<file path="src/rtl/sgd_pkg.sv">
// Shared types, constants and helper functions for the shake gesture detector.
// No dependencies; the front end, queue, back end and top module import this package.
`default_nettype none

package sgd_pkg;

   // Widths of the configuration port, magnitudes and time.
   localparam int CSR_IDX_W  = 3;
   localparam int CSR_DATA_W = 16;
   localparam int MG_W       = 14;
   localparam int MAG_W      = 15;
   localparam int CMP_W      = 17;
   localparam int TIME_W     = 32;
   localparam int COOL_W     = 16;
   localparam int ACT_W      = 2;

   // Entries in the queue between classifier and state machine.
   localparam int QDEPTH = 2;

   // Configuration register indexes.
   localparam logic [CSR_IDX_W-1:0] REG_HORIZ_THR    = 3'd0;
   localparam logic [CSR_IDX_W-1:0] REG_VERT_THR     = 3'd1;
   localparam logic [CSR_IDX_W-1:0] REG_DEPTH_THR    = 3'd2;
   localparam logic [CSR_IDX_W-1:0] REG_HORIZ_MARGIN = 3'd3;
   localparam logic [CSR_IDX_W-1:0] REG_VERT_MARGIN  = 3'd4;
   localparam logic [CSR_IDX_W-1:0] REG_DEPTH_MARGIN = 3'd5;
   localparam logic [CSR_IDX_W-1:0] REG_REARM        = 3'd6;
   localparam logic [CSR_IDX_W-1:0] REG_COOLDOWN     = 3'd7;

   // Action codes.
   localparam logic [ACT_W-1:0] ACT_NONE     = 2'd0;
   localparam logic [ACT_W-1:0] ACT_INCREASE = 2'd1;
   localparam logic [ACT_W-1:0] ACT_DECREASE = 2'd2;
   localparam logic [ACT_W-1:0] ACT_SWITCH   = 2'd3;

   // The depth axis needs this much more than its programmed values.
   localparam logic [CMP_W-1:0] DEPTH_EXTRA_THR    = 17'd1800;
   localparam logic [CMP_W-1:0] DEPTH_EXTRA_MARGIN = 17'd900;

   // Register values after reset.
   localparam logic [MG_W-1:0]   RST_THR     = 14'd1500;
   localparam logic [MG_W-1:0]   RST_MARGIN  = 14'd500;
   localparam logic [MG_W-1:0]   RST_REARM   = 14'd1100;
   localparam logic [COOL_W-1:0] RST_COOLDOWN = 16'd700;

   typedef struct packed {
      logic [MG_W-1:0]   horiz_thr;
      logic [MG_W-1:0]   vert_thr;
      logic [MG_W-1:0]   depth_thr;
      logic [MG_W-1:0]   horiz_margin;
      logic [MG_W-1:0]   vert_margin;
      logic [MG_W-1:0]   depth_margin;
      logic [MG_W-1:0]   rearm;
      logic [COOL_W-1:0] cooldown;
   } cfg_type;

   // One classified sample as it travels from the front end to the back end.
   typedef struct packed {
      logic              suppress;
      logic              any_strong;
      logic              rearm;
      logic [ACT_W-1:0]  action;
      logic [TIME_W-1:0] time_ms;
   } cls_type;

   // Magnitude of a 15-bit two's complement value; the most negative code gives 16384.
   function automatic logic [MAG_W-1:0] mag_fn(input logic [MAG_W-1:0] raw);
      logic [MAG_W-1:0] neg;
      neg = ~raw + 15'd1;
      return raw[MAG_W-1] ? neg : raw;
   endfunction

   // True when axis a reaches thr and beats b and c by more than margin.
   function automatic logic dom_fn(input logic [MAG_W-1:0] a,
                                   input logic [CMP_W-1:0] thr,
                                   input logic [CMP_W-1:0] margin,
                                   input logic [MAG_W-1:0] b,
                                   input logic [MAG_W-1:0] c);
      logic [CMP_W-1:0] a_x;
      logic [CMP_W-1:0] b_sum;
      logic [CMP_W-1:0] c_sum;
      a_x   = {2'b00, a};
      b_sum = {2'b00, b} + margin;
      c_sum = {2'b00, c} + margin;
      return (a_x >= thr) && (a_x > b_sum) && (a_x > c_sum);
   endfunction

endpackage

`default_nettype wire

</file>
<file path="src/rtl/sgd_ifs.sv">
// Channel interfaces of the shake gesture detector: sample requests and action responses.
// Depends on nothing; ports use plain vectors at the field widths.
`default_nettype none

interface sgd_req_if;
   logic               valid;
   logic               ready;
   logic signed [14:0] accel_x;
   logic signed [14:0] accel_y;
   logic signed [14:0] accel_z;
   logic [31:0]        time_ms;
   logic               portrait;
   logic               suppress;

   modport source (output valid, accel_x, accel_y, accel_z, time_ms, portrait, suppress,
                   input ready);
   modport sink   (input valid, accel_x, accel_y, accel_z, time_ms, portrait, suppress,
                   output ready);
endinterface

interface sgd_rsp_if;
   logic       valid;
   logic       ready;
   logic [1:0] action;

   modport source (output valid, action, input ready);
   modport sink   (input valid, action, output ready);
endinterface

`default_nettype wire

</file>
<file path="src/rtl/sgd_front.sv">
// Front end: accepts sample transactions and classifies each one against the thresholds.
// Depends on sgd_pkg and sgd_req_if; pushes one classified entry per transaction.
`default_nettype none

module sgd_front #(
   parameter bit DEPTH_ENABLED = 1'b1
) (
   input  sgd_pkg::cfg_type cfg,
   sgd_req_if.sink          req_chan,
   input  logic             q_full,
   output logic             q_push,
   output sgd_pkg::cls_type q_data
);
   import sgd_pkg::*;

   logic [MAG_W-1:0] mx, my, mz, mh, mv;
   logic [CMP_W-1:0] d_thr, d_margin;
   logic             strong_h, strong_v, strong_d;
   logic             below;

   // Axis magnitudes, with x and y swapped in portrait.
   assign mx = mag_fn(req_chan.accel_x);
   assign my = mag_fn(req_chan.accel_y);
   assign mz = mag_fn(req_chan.accel_z);
   assign mh = req_chan.portrait ? my : mx;
   assign mv = req_chan.portrait ? mx : my;

   // Dominance tests per direction.
   assign d_thr    = {3'b000, cfg.depth_thr} + DEPTH_EXTRA_THR;
   assign d_margin = {3'b000, cfg.depth_margin} + DEPTH_EXTRA_MARGIN;
   assign strong_h = dom_fn(mh, {3'b000, cfg.horiz_thr}, {3'b000, cfg.horiz_margin}, mv, mz);
   assign strong_v = dom_fn(mv, {3'b000, cfg.vert_thr}, {3'b000, cfg.vert_margin}, mh, mz);
   assign strong_d = DEPTH_ENABLED && dom_fn(mz, d_thr, d_margin, mx, my);

   // All three magnitudes below the rearm level.
   assign below = ({1'b0, cfg.rearm} > mx) && ({1'b0, cfg.rearm} > my) &&
                  ({1'b0, cfg.rearm} > mz);

   // Classified entry: flags for the back end and the action that a firing would produce.
   always_comb begin
      q_data.suppress   = req_chan.suppress;
      q_data.any_strong = strong_h || strong_v || strong_d;
      q_data.rearm      = below;
      q_data.time_ms    = req_chan.time_ms;
      if (strong_d && (mz >= mx) && (mz >= my)) begin
         q_data.action = ACT_SWITCH;
      end else if (strong_h && (!strong_v || (mh >= mv))) begin
         q_data.action = ACT_INCREASE;
      end else begin
         q_data.action = ACT_DECREASE;
      end
   end

   // Handshake toward the queue.
   assign req_chan.ready = !q_full;
   assign q_push         = req_chan.valid && !q_full;

endmodule

`default_nettype wire

</file>
<file path="src/rtl/sgd_queue.sv">
// Short first-in first-out queue of classified samples between front end and back end.
// Depends on sgd_pkg for the entry type and depth.
`default_nettype none

module sgd_queue (
   input  logic             clock,
   input  logic             reset,
   input  logic             push,
   input  sgd_pkg::cls_type push_data,
   output logic             full,
   input  logic             pop,
   output logic             head_valid,
   output sgd_pkg::cls_type head_data
);
   import sgd_pkg::*;

   localparam int PTR_W = (QDEPTH > 1) ? $clog2(QDEPTH) : 1;
   localparam int CNT_W = $clog2(QDEPTH + 1);
   localparam logic [PTR_W-1:0] PTR_LAST = PTR_W'(QDEPTH - 1);
   localparam logic [CNT_W-1:0] CNT_FULL = CNT_W'(QDEPTH);

   cls_type            entry_ff [QDEPTH];
   logic [PTR_W-1:0]   wr_ptr_ff, wr_ptr_in;
   logic [PTR_W-1:0]   rd_ptr_ff, rd_ptr_in;
   logic [CNT_W-1:0]   count_ff, count_in;

   assign full       = (count_ff == CNT_FULL);
   assign head_valid = (count_ff != '0);
   assign head_data  = entry_ff[rd_ptr_ff];

   // Pointer and fill count updates.
   always_comb begin
      wr_ptr_in = wr_ptr_ff;
      rd_ptr_in = rd_ptr_ff;
      count_in  = count_ff;
      if (push) begin
         wr_ptr_in = (wr_ptr_ff == PTR_LAST) ? '0 : wr_ptr_ff + 1'b1;
      end
      if (pop) begin
         rd_ptr_in = (rd_ptr_ff == PTR_LAST) ? '0 : rd_ptr_ff + 1'b1;
      end
      if (push && !pop) begin
         count_in = count_ff + 1'b1;
      end else if (pop && !push) begin
         count_in = count_ff - 1'b1;
      end
   end

   always_ff @(posedge clock) begin
      if (reset) begin
         wr_ptr_ff <= '0;
         rd_ptr_ff <= '0;
         count_ff  <= '0;
      end else begin
         wr_ptr_ff <= wr_ptr_in;
         rd_ptr_ff <= rd_ptr_in;
         count_ff  <= count_in;
      end
   end

   // Entry storage needs no reset.
   always_ff @(posedge clock) begin
      if (push) begin
         entry_ff[wr_ptr_ff] <= push_data;
      end
   end

endmodule

`default_nettype wire

</file>
<file path="src/rtl/sgd_back.sv">
// Back end: applies rearm, cooldown and firing state to classified samples in order.
// Depends on sgd_pkg and sgd_rsp_if; holds the action in a registered output stage.
`default_nettype none

module sgd_back (
   input  logic                        clock,
   input  logic                        reset,
   input  logic [sgd_pkg::COOL_W-1:0]  cooldown,
   input  logic                        head_valid,
   input  sgd_pkg::cls_type            head_data,
   output logic                        pop,
   sgd_rsp_if.source                   rsp_chan
);
   import sgd_pkg::*;

   logic              armed_ff, armed_in;
   logic [TIME_W-1:0] last_fire_ff, last_fire_in;
   logic              rsp_valid_ff, rsp_valid_in;
   logic [ACT_W-1:0]  action_ff, action_in;
   logic [TIME_W-1:0] elapsed;
   logic              armed_now;
   logic              fire;

   // Take the head entry whenever the output stage is free or being emptied.
   assign pop = head_valid && (!rsp_valid_ff || rsp_chan.ready);

   // Rearm applies before the trigger test; elapsed time wraps modulo 2^32.
   assign elapsed   = head_data.time_ms - last_fire_ff;
   assign armed_now = armed_ff || head_data.rearm;
   assign fire      = !head_data.suppress && armed_now && head_data.any_strong &&
                      (elapsed >= {16'h0000, cooldown});

   // Next state and output stage.
   always_comb begin
      armed_in     = armed_ff;
      last_fire_in = last_fire_ff;
      rsp_valid_in = rsp_valid_ff;
      action_in    = action_ff;
      if (rsp_valid_ff && rsp_chan.ready) begin
         rsp_valid_in = 1'b0;
      end
      if (pop) begin
         rsp_valid_in = 1'b1;
         action_in    = fire ? head_data.action : ACT_NONE;
         if (!head_data.suppress) begin
            armed_in = fire ? 1'b0 : armed_now;
         end
         if (fire) begin
            last_fire_in = head_data.time_ms;
         end
      end
   end

   always_ff @(posedge clock) begin
      if (reset) begin
         armed_ff     <= 1'b1;
         last_fire_ff <= '0;
         rsp_valid_ff <= 1'b0;
      end else begin
         armed_ff     <= armed_in;
         last_fire_ff <= last_fire_in;
         rsp_valid_ff <= rsp_valid_in;
      end
   end

   always_ff @(posedge clock) begin
      action_ff <= action_in;
   end

   assign rsp_chan.valid  = rsp_valid_ff;
   assign rsp_chan.action = action_ff;

`ifndef SYNTH
   // A firing disarms the detector and records its timestamp.
   a_fire_disarms : assert property (@(posedge clock) disable iff (reset)
      (pop && fire) |=> (!armed_ff && last_fire_ff == $past(head_data.time_ms)))
      else $error("firing did not disarm or record its time");

   // A suppressed sample leaves the state untouched and reports no action.
   a_suppress_holds : assert property (@(posedge clock) disable iff (reset)
      (pop && head_data.suppress) |=>
         ($stable(armed_ff) && $stable(last_fire_ff) && action_ff == ACT_NONE))
      else $error("suppressed sample changed state or reported an action");

   // Only a firing may report an action other than none.
   a_action_needs_fire : assert property (@(posedge clock) disable iff (reset)
      (pop && !fire) |=> (action_ff == ACT_NONE && $stable(last_fire_ff)))
      else $error("action reported without a firing");
`endif

endmodule

`default_nettype wire

</file>
<file path="src/rtl/shake_gesture_detector_top.sv">
// Shake gesture detector: one action per accelerometer sample transaction.
// Request channel: req_chan carries accel_x/y/z, time_ms, portrait and suppress.
// Response channel: rsp_chan carries action (none, increase, decrease, switch mode).
// Configuration: csr_we writes csr_wdata into register csr_index at the clock edge;
//   write only while the block holds no sample in flight.
// Path: an accepted sample enters the queue, and the back end registers its response.
// Throughput: one sample per cycle unless rsp_chan stalls; the classifier handles a
//   sample in the cycle it is accepted; the state stage retires one entry per cycle.
// Stalls: a two-entry queue sits between the classifier and the state stage, so
//   req_chan.ready only drops once the queue is full while rsp_chan is stalled.
// Reset: synchronous, active high; registers return to defaults, the detector
//   is armed, the last firing time is zero and the queue is empty.
`default_nettype none

module shake_gesture_detector_top #(
   parameter bit DEPTH_ENABLED = 1'b1
) (
   input  logic                              clock,
   input  logic                              reset,
   sgd_req_if.sink                           req_chan,
   sgd_rsp_if.source                         rsp_chan,
   input  logic                              csr_we,
   input  logic [sgd_pkg::CSR_IDX_W-1:0]     csr_index,
   input  logic [sgd_pkg::CSR_DATA_W-1:0]    csr_wdata
);
   import sgd_pkg::*;

   cfg_type cfg_ff, cfg_in;
   logic    q_full, q_push, q_pop, q_valid;
   cls_type q_in_data, q_head;

   // Configuration register writes.
   always_comb begin
      cfg_in = cfg_ff;
      if (csr_we) begin
         case (csr_index)
            REG_HORIZ_THR:    cfg_in.horiz_thr    = csr_wdata[MG_W-1:0];
            REG_VERT_THR:     cfg_in.vert_thr     = csr_wdata[MG_W-1:0];
            REG_DEPTH_THR:    cfg_in.depth_thr    = csr_wdata[MG_W-1:0];
            REG_HORIZ_MARGIN: cfg_in.horiz_margin = csr_wdata[MG_W-1:0];
            REG_VERT_MARGIN:  cfg_in.vert_margin  = csr_wdata[MG_W-1:0];
            REG_DEPTH_MARGIN: cfg_in.depth_margin = csr_wdata[MG_W-1:0];
            REG_REARM:        cfg_in.rearm        = csr_wdata[MG_W-1:0];
            REG_COOLDOWN:     cfg_in.cooldown     = csr_wdata[COOL_W-1:0];
            default:          cfg_in = cfg_ff;
         endcase
      end
   end

   always_ff @(posedge clock) begin
      if (reset) begin
         cfg_ff.horiz_thr    <= RST_THR;
         cfg_ff.vert_thr     <= RST_THR;
         cfg_ff.depth_thr    <= RST_THR;
         cfg_ff.horiz_margin <= RST_MARGIN;
         cfg_ff.vert_margin  <= RST_MARGIN;
         cfg_ff.depth_margin <= RST_MARGIN;
         cfg_ff.rearm        <= RST_REARM;
         cfg_ff.cooldown     <= RST_COOLDOWN;
      end else begin
         cfg_ff <= cfg_in;
      end
   end

   // Classifier.
   sgd_front #(
      .DEPTH_ENABLED(DEPTH_ENABLED)
   ) u_front (
      .cfg      (cfg_ff),
      .req_chan (req_chan),
      .q_full   (q_full),
      .q_push   (q_push),
      .q_data   (q_in_data)
   );

   // Queue between classifier and state stage.
   sgd_queue u_queue (
      .clock      (clock),
      .reset      (reset),
      .push       (q_push),
      .push_data  (q_in_data),
      .full       (q_full),
      .pop        (q_pop),
      .head_valid (q_valid),
      .head_data  (q_head)
   );

   // Arming, cooldown and output stage.
   sgd_back u_back (
      .clock      (clock),
      .reset      (reset),
      .cooldown   (cfg_ff.cooldown),
      .head_valid (q_valid),
      .head_data  (q_head),
      .pop        (q_pop),
      .rsp_chan   (rsp_chan)
   );

endmodule

`default_nettype wire
</file>
<file path="src/flat_wrapper.sv">
// flat-port wrapper written by rule: the top's interface ports become plain ports
module shake_gesture_detector_top_flat import sgd_pkg::*;
#(
   parameter bit DEPTH_ENABLED = 1'b1
)
  (clock, reset, csr_we, csr_index, csr_wdata, req_chan_valid, req_chan_accel_x, req_chan_accel_y, req_chan_accel_z, req_chan_time_ms, req_chan_portrait, req_chan_suppress, req_chan_ready, rsp_chan_valid, rsp_chan_action, rsp_chan_ready);
  sgd_req_if req_chan_i ();
  sgd_rsp_if rsp_chan_i ();
  input  logic clock;
  input  logic reset;
  input  logic csr_we;
  input  logic [sgd_pkg::CSR_IDX_W-1:0] csr_index;
  input  logic [sgd_pkg::CSR_DATA_W-1:0] csr_wdata;
  input wire logic [$bits(req_chan_i.valid)-1:0] req_chan_valid;
  input wire logic [$bits(req_chan_i.accel_x)-1:0] req_chan_accel_x;
  input wire logic [$bits(req_chan_i.accel_y)-1:0] req_chan_accel_y;
  input wire logic [$bits(req_chan_i.accel_z)-1:0] req_chan_accel_z;
  input wire logic [$bits(req_chan_i.time_ms)-1:0] req_chan_time_ms;
  input wire logic [$bits(req_chan_i.portrait)-1:0] req_chan_portrait;
  input wire logic [$bits(req_chan_i.suppress)-1:0] req_chan_suppress;
  output wire logic [$bits(req_chan_i.ready)-1:0] req_chan_ready;
  output wire logic [$bits(rsp_chan_i.valid)-1:0] rsp_chan_valid;
  output wire logic [$bits(rsp_chan_i.action)-1:0] rsp_chan_action;
  input wire logic [$bits(rsp_chan_i.ready)-1:0] rsp_chan_ready;
  assign req_chan_i.valid = req_chan_valid;
  assign req_chan_i.accel_x = req_chan_accel_x;
  assign req_chan_i.accel_y = req_chan_accel_y;
  assign req_chan_i.accel_z = req_chan_accel_z;
  assign req_chan_i.time_ms = req_chan_time_ms;
  assign req_chan_i.portrait = req_chan_portrait;
  assign req_chan_i.suppress = req_chan_suppress;
  assign req_chan_ready = req_chan_i.ready;
  assign rsp_chan_valid = rsp_chan_i.valid;
  assign rsp_chan_action = rsp_chan_i.action;
  assign rsp_chan_i.ready = rsp_chan_ready;
  shake_gesture_detector_top #(.DEPTH_ENABLED(DEPTH_ENABLED)) u_core (.clock(clock), .reset(reset), .req_chan(req_chan_i), .rsp_chan(rsp_chan_i), .csr_we(csr_we), .csr_index(csr_index), .csr_wdata(csr_wdata));
endmodule
</file>
<file path="config.mk">
export PLATFORM = sky130hd
export DESIGN_NAME = shake_gesture_detector_top_flat
export DESIGN_NICKNAME = d
export VERILOG_FILES = /design/src/rtl/sgd_pkg.sv /design/src/rtl/sgd_ifs.sv /design/src/rtl/sgd_front.sv /design/src/rtl/sgd_queue.sv /design/src/rtl/sgd_back.sv /design/src/rtl/shake_gesture_detector_top.sv /design/src/flat_wrapper.sv
export SDC_FILE = /design/constraint.sdc
export NUM_CORES = 1
export LEC_CHECK = 0
export BUFFER_PORTS_ARGS = -buffer_cell sky130_fd_sc_hd__buf_4
export CORE_ASPECT_RATIO = 2
export CORE_MARGIN = 5
export CORE_UTILIZATION = 43
export DETAILED_ROUTE_END_ITERATION = 8
export SETUP_SLACK_MARGIN = 0.02
export SLEW_MARGIN = 0
export SYNTH_ARGS = -nofsm -noshare
export SYNTH_HDL_FRONTEND = slang
export SYNTH_SLANG_ARGS = --single-unit
</file>
<file path="constraint.sdc">
create_clock -name clock -period 8.7 [get_ports clock]
set_input_delay 1.305 -clock clock [delete_from_list [all_inputs] [get_ports clock]]
set_output_delay 1.305 -clock clock [all_outputs]
set_load 0.03 [all_outputs]
</file>
==> impl_results.rst <==
.. list-table::
   :header-rows: 1

   * - Metric
     - Value
   * - Effective utilization at floorplan
     - 0.433
   * - Result of the run
     - complete, no violations
   * - Upper clock frequency limit
     - 135 MHz
   * - Aggregate negative setup slack
     - 0 ps
   * - Netlist Area Pre-Place
     - 20,900 µm²
   * - Synthesis-stage register bit count
     - 229
   * - RSZ-0062 raised after global routing
     - false
   * - Endpoint of the worst-slack reg-to-reg timing path
     - u_core.u_back.rsp_chan.action[0]
   * - Start-to-end type of the worst setup path
     - reg2reg
   * - Detailed-placement wirelength estimate
     - 67,800 µm
   * - Ys async rst share
     - 0
   * - CP Data Arrival Time
     - 7680 ps
   * - Total buffers and inverters traversed by the critical path
     - 1
   * - Synth Flop Type
     - sky130_fd_sc_hd__dfxtp_1
   * - CTS tree
     - yes
   * - Worst Setup End Kind
     - flip-flop
   * - Static Leakage
     - 9.98 nW
   * - Largest net degree at the start of global routing
     - 85
   * - Power, Total
     - 5.30 mW
   * - CTS Root Buffer Type
     - sky130_fd_sc_hd__clkbuf_16
   * - Syn-to-layout area delta
     - 11.5%
   * - Synthesis warning total
     - 0
   * - Final Slew Violations
     - 0
   * - Drc violations
     - 0
   * - Period Utilization, post-route
     - 0.849
   * - Total of max-cap violations
     - 0
   * - Detail-routed via count per cell
     - 6.02
   * - Overall die area
     - 53,500 µm²
   * - Rel. slew slack
     - 0.176
   * - Latest clock arrival within the worst-skew pair
     - 570 ps
   * - Vias post-DR
     - 19,600
   * - Cell count of the worst reg-to-reg path
     - 22
   * - Endpoint required time on the critical path
     - 8990 ps
   * - Remaining antenna violation count
     - 0
   * - Iteration count of the initial detailed-routing pass
     - 8
   * - Fraction of layout instances using a drive strength above 1
     - 0.108
   * - Share of the yosys chip area belonging to registers
     - 0.255
   * - Floorplan die height
     - 322 µm
   * - Antenna violations before repair
     - 3
   * - Total of endpoints with negative setup slack in the final report
     - 0
   * - Total number of placement rows
     - 114
   * - Synthesized netlist net count
     - 2,969
   * - Overall global routing resource usage
     - 0.304
   * - Actual slew at the worst max-slew pin
     - 1230 ps
   * - Count of unique library cells instantiated by Yosys
     - 81
   * - Total clock buffers created by CTS
     - 23
   * - Worst voltage drop across the vdd grid
     - 0.255 mV
   * - Post-cts gate resize count
     - 0
   * - Hold buffers post-CTS
     - 0
   * - Worst clock skew
     - 20.1 ps
   * - Chip width
     - 166 µm
   * - Kind of cell with the highest combined delay on the critical path
     - compound AO/OA/AOI/OAI gates
   * - H-tree level count
     - 1
   * - Flop2flop setup slack
     - 1310 ps
   * - Hold wc startpoint
     - u_core.cfg_ff[87]
   * - Mapped Cells
     - 2,498
   * - Number of endpoints with negative hold slack in the final report
     - 0
   * - Max Buffers Root-to-Sink
     - 3
   * - Average instance area after synthesis
     - 8.38 µm²
   * - Setup repair bufs after CTS
     - 0
   * - Cell chain of the critical path
     - mux2i_1 -> ha_1 -> inv_1 -> fa_1 -> a211oi_2 -> o21ai_1 -> o21a_1 -> nand2b_1 -> a21oi_1 -> o21bai_1 -> a21oi_1 -> xnor2_1 -> ha_1 -> and3_1 -> a221oi_1 -> o2111ai_1 -> a311oi_1 -> o221ai_1 -> nor4_1 -> nand4_2 -> nand2_1 -> nor2_1
   * - Nets
     - 3,062
   * - DRC violation total after the first TritonRoute iteration
     - 1,028
   * - Largest stage delay on the critical path
     - 930 ps
   * - Number of primary I/O pins
     - 107
   * - Cells on Worst Hold Path
     - 2
   * - Global-route wire length before repair
     - 122,000 µm
   * - Count of buffers from port buffering
     - 106
   * - Number of flops mapped to enable cells by yosys
     - 76
   * - Core area
     - 48,400 µm²
   * - Aggregate routed wire length
     - 84,000 µm
   * - Total congestion overflow after global routing
     - 0
   * - Crit path max fanout
     - 33
   * - Worst Hold Endpoint
     - u_core.cfg_ff[87]
   * - Cell with the largest stage delay on the worst path
     - sky130_fd_sc_hd__nand4_2
   * - Detailed-route wire length per cell
     - 25.9 µm
   * - Critical path launch point type
     - flip-flop
   * - Power density of the placed cells
     - 227 nW/µm²
   * - Share of the core filled with cells in the final layout
     - 0.483
   * - Clock period minus worst slack
     - 7390 ps
   * - RD Place Congestion
     - 1.03
   * - Worst hold path class
     - reg2reg
   * - CTS clock-pin slew for the worst setup and hold paths
     - 70 ps
   * - Vias in the first global route
     - 19,800
   * - Sinks on the clock net
     - 229
## per-stage QoR
step,hold slack (ps),worst slack [ps],instances,instance area (µm²)
finish,457,1310,3248,23300
global route,479,850,3246,23300
CTS,456,1380,3246,23300
detailed placement,446,1180,3204,22500
global placement,442,1230,3204,22500
floorplan,436,2200,2498,20900
## kinds of logic (layout without fill, tap and decap cells)
family / count (synthesis) / after routing / share of synthesized area
simple gates: 790 / 790 / 0.190
other cells: 0 / 2 / 0
flops: 229 / 229 / 0.255
compound gates: 632 / 632 / 0.192
fa+ha+maj: 368 / 368 / 0.222
xor+xnor: 143 / 143 / 0.0598
mux: 52 / 52 / 0.0273
buf+inv: 284 / 394 / 0.0535
## where the power goes
group	leakage, nW	switching (mW)	internal (mW)
registers	1.95	0.0725	1.24
logic	7.64	1.79	1.13
clock network	0.389	0.463	0.599
## flip-flops by register name (all words and copies together) (netlist names), named ones only
name / count
u_core.u_back.armed_ff: 1
u_core.u_back.rsp_chan.action: 2
u_core.cfg_ff: 114
u_core.u_queue.rd_ptr_ff: 1
u_core.u_queue.wr_ptr_ff: 1
u_core.u_queue.entry_ff: 74
u_core.u_back.rsp_chan.valid: 1
u_core.u_queue.count_ff: 2
u_core.u_back.last_fire_ff: 32
## cell type report
cell class / instances / area, µm²
Clock inverter: 11 / 140
Fill cell: 4642 / 25000
Timing Repair Buffer: 158 / 1190
Antenna cell: 2 / 5.00
Tap cell: 638 / 798
Sequential cell: 229 / 5350
Clock buffer: 31 / 657
Inverter: 194 / 728
Multi-Input combinational cell: 1985 / 14500
## metal layers
| metal | up-vias | global-route usage | wire (µm) |
|---|---|---|---|
| met5 | - | 0 | 0 |
| met4 | 0 | 0.328 | 12000 |
| met3 | 369 | 0.0386 | 3380 |
| met2 | 719 | 0.571 | 42700 |
| met1 | 9231 | 0.262 | 26000 |
| li1 | 9250 | - | - |
## synthesized netlist by cell type (all sizes together), types with 47 or more instances
| master | number | area share |
|---|---|---|
| nor2 | 95 | 0.017 |
| ha | 361 | 0.22 |
| o21ai | 119 | 0.029 |
| inv | 193 | 0.035 |
| xnor2 | 80 | 0.033 |
| edfxtp | 76 | 0.11 |
| xor2 | 63 | 0.026 |
| a21oi | 197 | 0.047 |
| nand2b | 49 | 0.015 |
| a21o | 54 | 0.019 |
| nand3 | 89 | 0.021 |
| o21a | 58 | 0.021 |
| nor3 | 64 | 0.022 |
| dfxtp | 153 | 0.15 |
| nor4 | 47 | 0.014 |
| clkbuf | 75 | 0.014 |
| nand2 | 308 | 0.055 |
## worst min-delay path, cell delays in order (launching register included)
cell and delay (ps):
sky130_fd_sc_hd__dfxtp_1 310, sky130_fd_sc_hd__nand2_1 50, sky130_fd_sc_hd__a21oi_1 50
## layout by cell type, fill, tap and decap left out, types with 41 or more instances in the layout
cell,Yosys,layout
sky130_fd_sc_hd__nand2b_1,49,49
sky130_fd_sc_hd__dfxtp_1,153,152
sky130_fd_sc_hd__xnor2_1,80,80
sky130_fd_sc_hd__a21oi_1,197,197
sky130_fd_sc_hd__xor2_1,63,63
sky130_fd_sc_hd__buf_4,3,158
sky130_fd_sc_hd__nor2_1,95,93
sky130_fd_sc_hd__a21o_1,54,54
sky130_fd_sc_hd__inv_1,192,192
sky130_fd_sc_hd__o21ai_0,116,116
sky130_fd_sc_hd__nor4_1,47,47
sky130_fd_sc_hd__nand3_1,89,89
sky130_fd_sc_hd__ha_1,361,361
sky130_fd_sc_hd__nand2_1,308,308
sky130_fd_sc_hd__o21a_1,58,58
sky130_fd_sc_hd__nand4_1,41,41
sky130_fd_sc_hd__a31oi_1,46,46
sky130_fd_sc_hd__edfxtp_1,76,76
## how the worst max path moves through the flow
stage / start / endpoint / cells after the start
floorplan: req_chan_portrait / u_core.u_queue.entry_ff[0][32] / 24
global placement: req_chan_accel_x[0] / u_core.u_queue.entry_ff[0][33] / 27
detailed placement: req_chan_accel_x[0] / u_core.u_queue.entry_ff[1][35] / 27
CTS: flip-flop / u_core.u_back.rsp_chan.action[0] / 22
global route: flip-flop / u_core.u_back.rsp_chan.action[0] / 22
finish: flip-flop / u_core.u_back.rsp_chan.action[0] / 22
(Power assumes the default switching activity.)
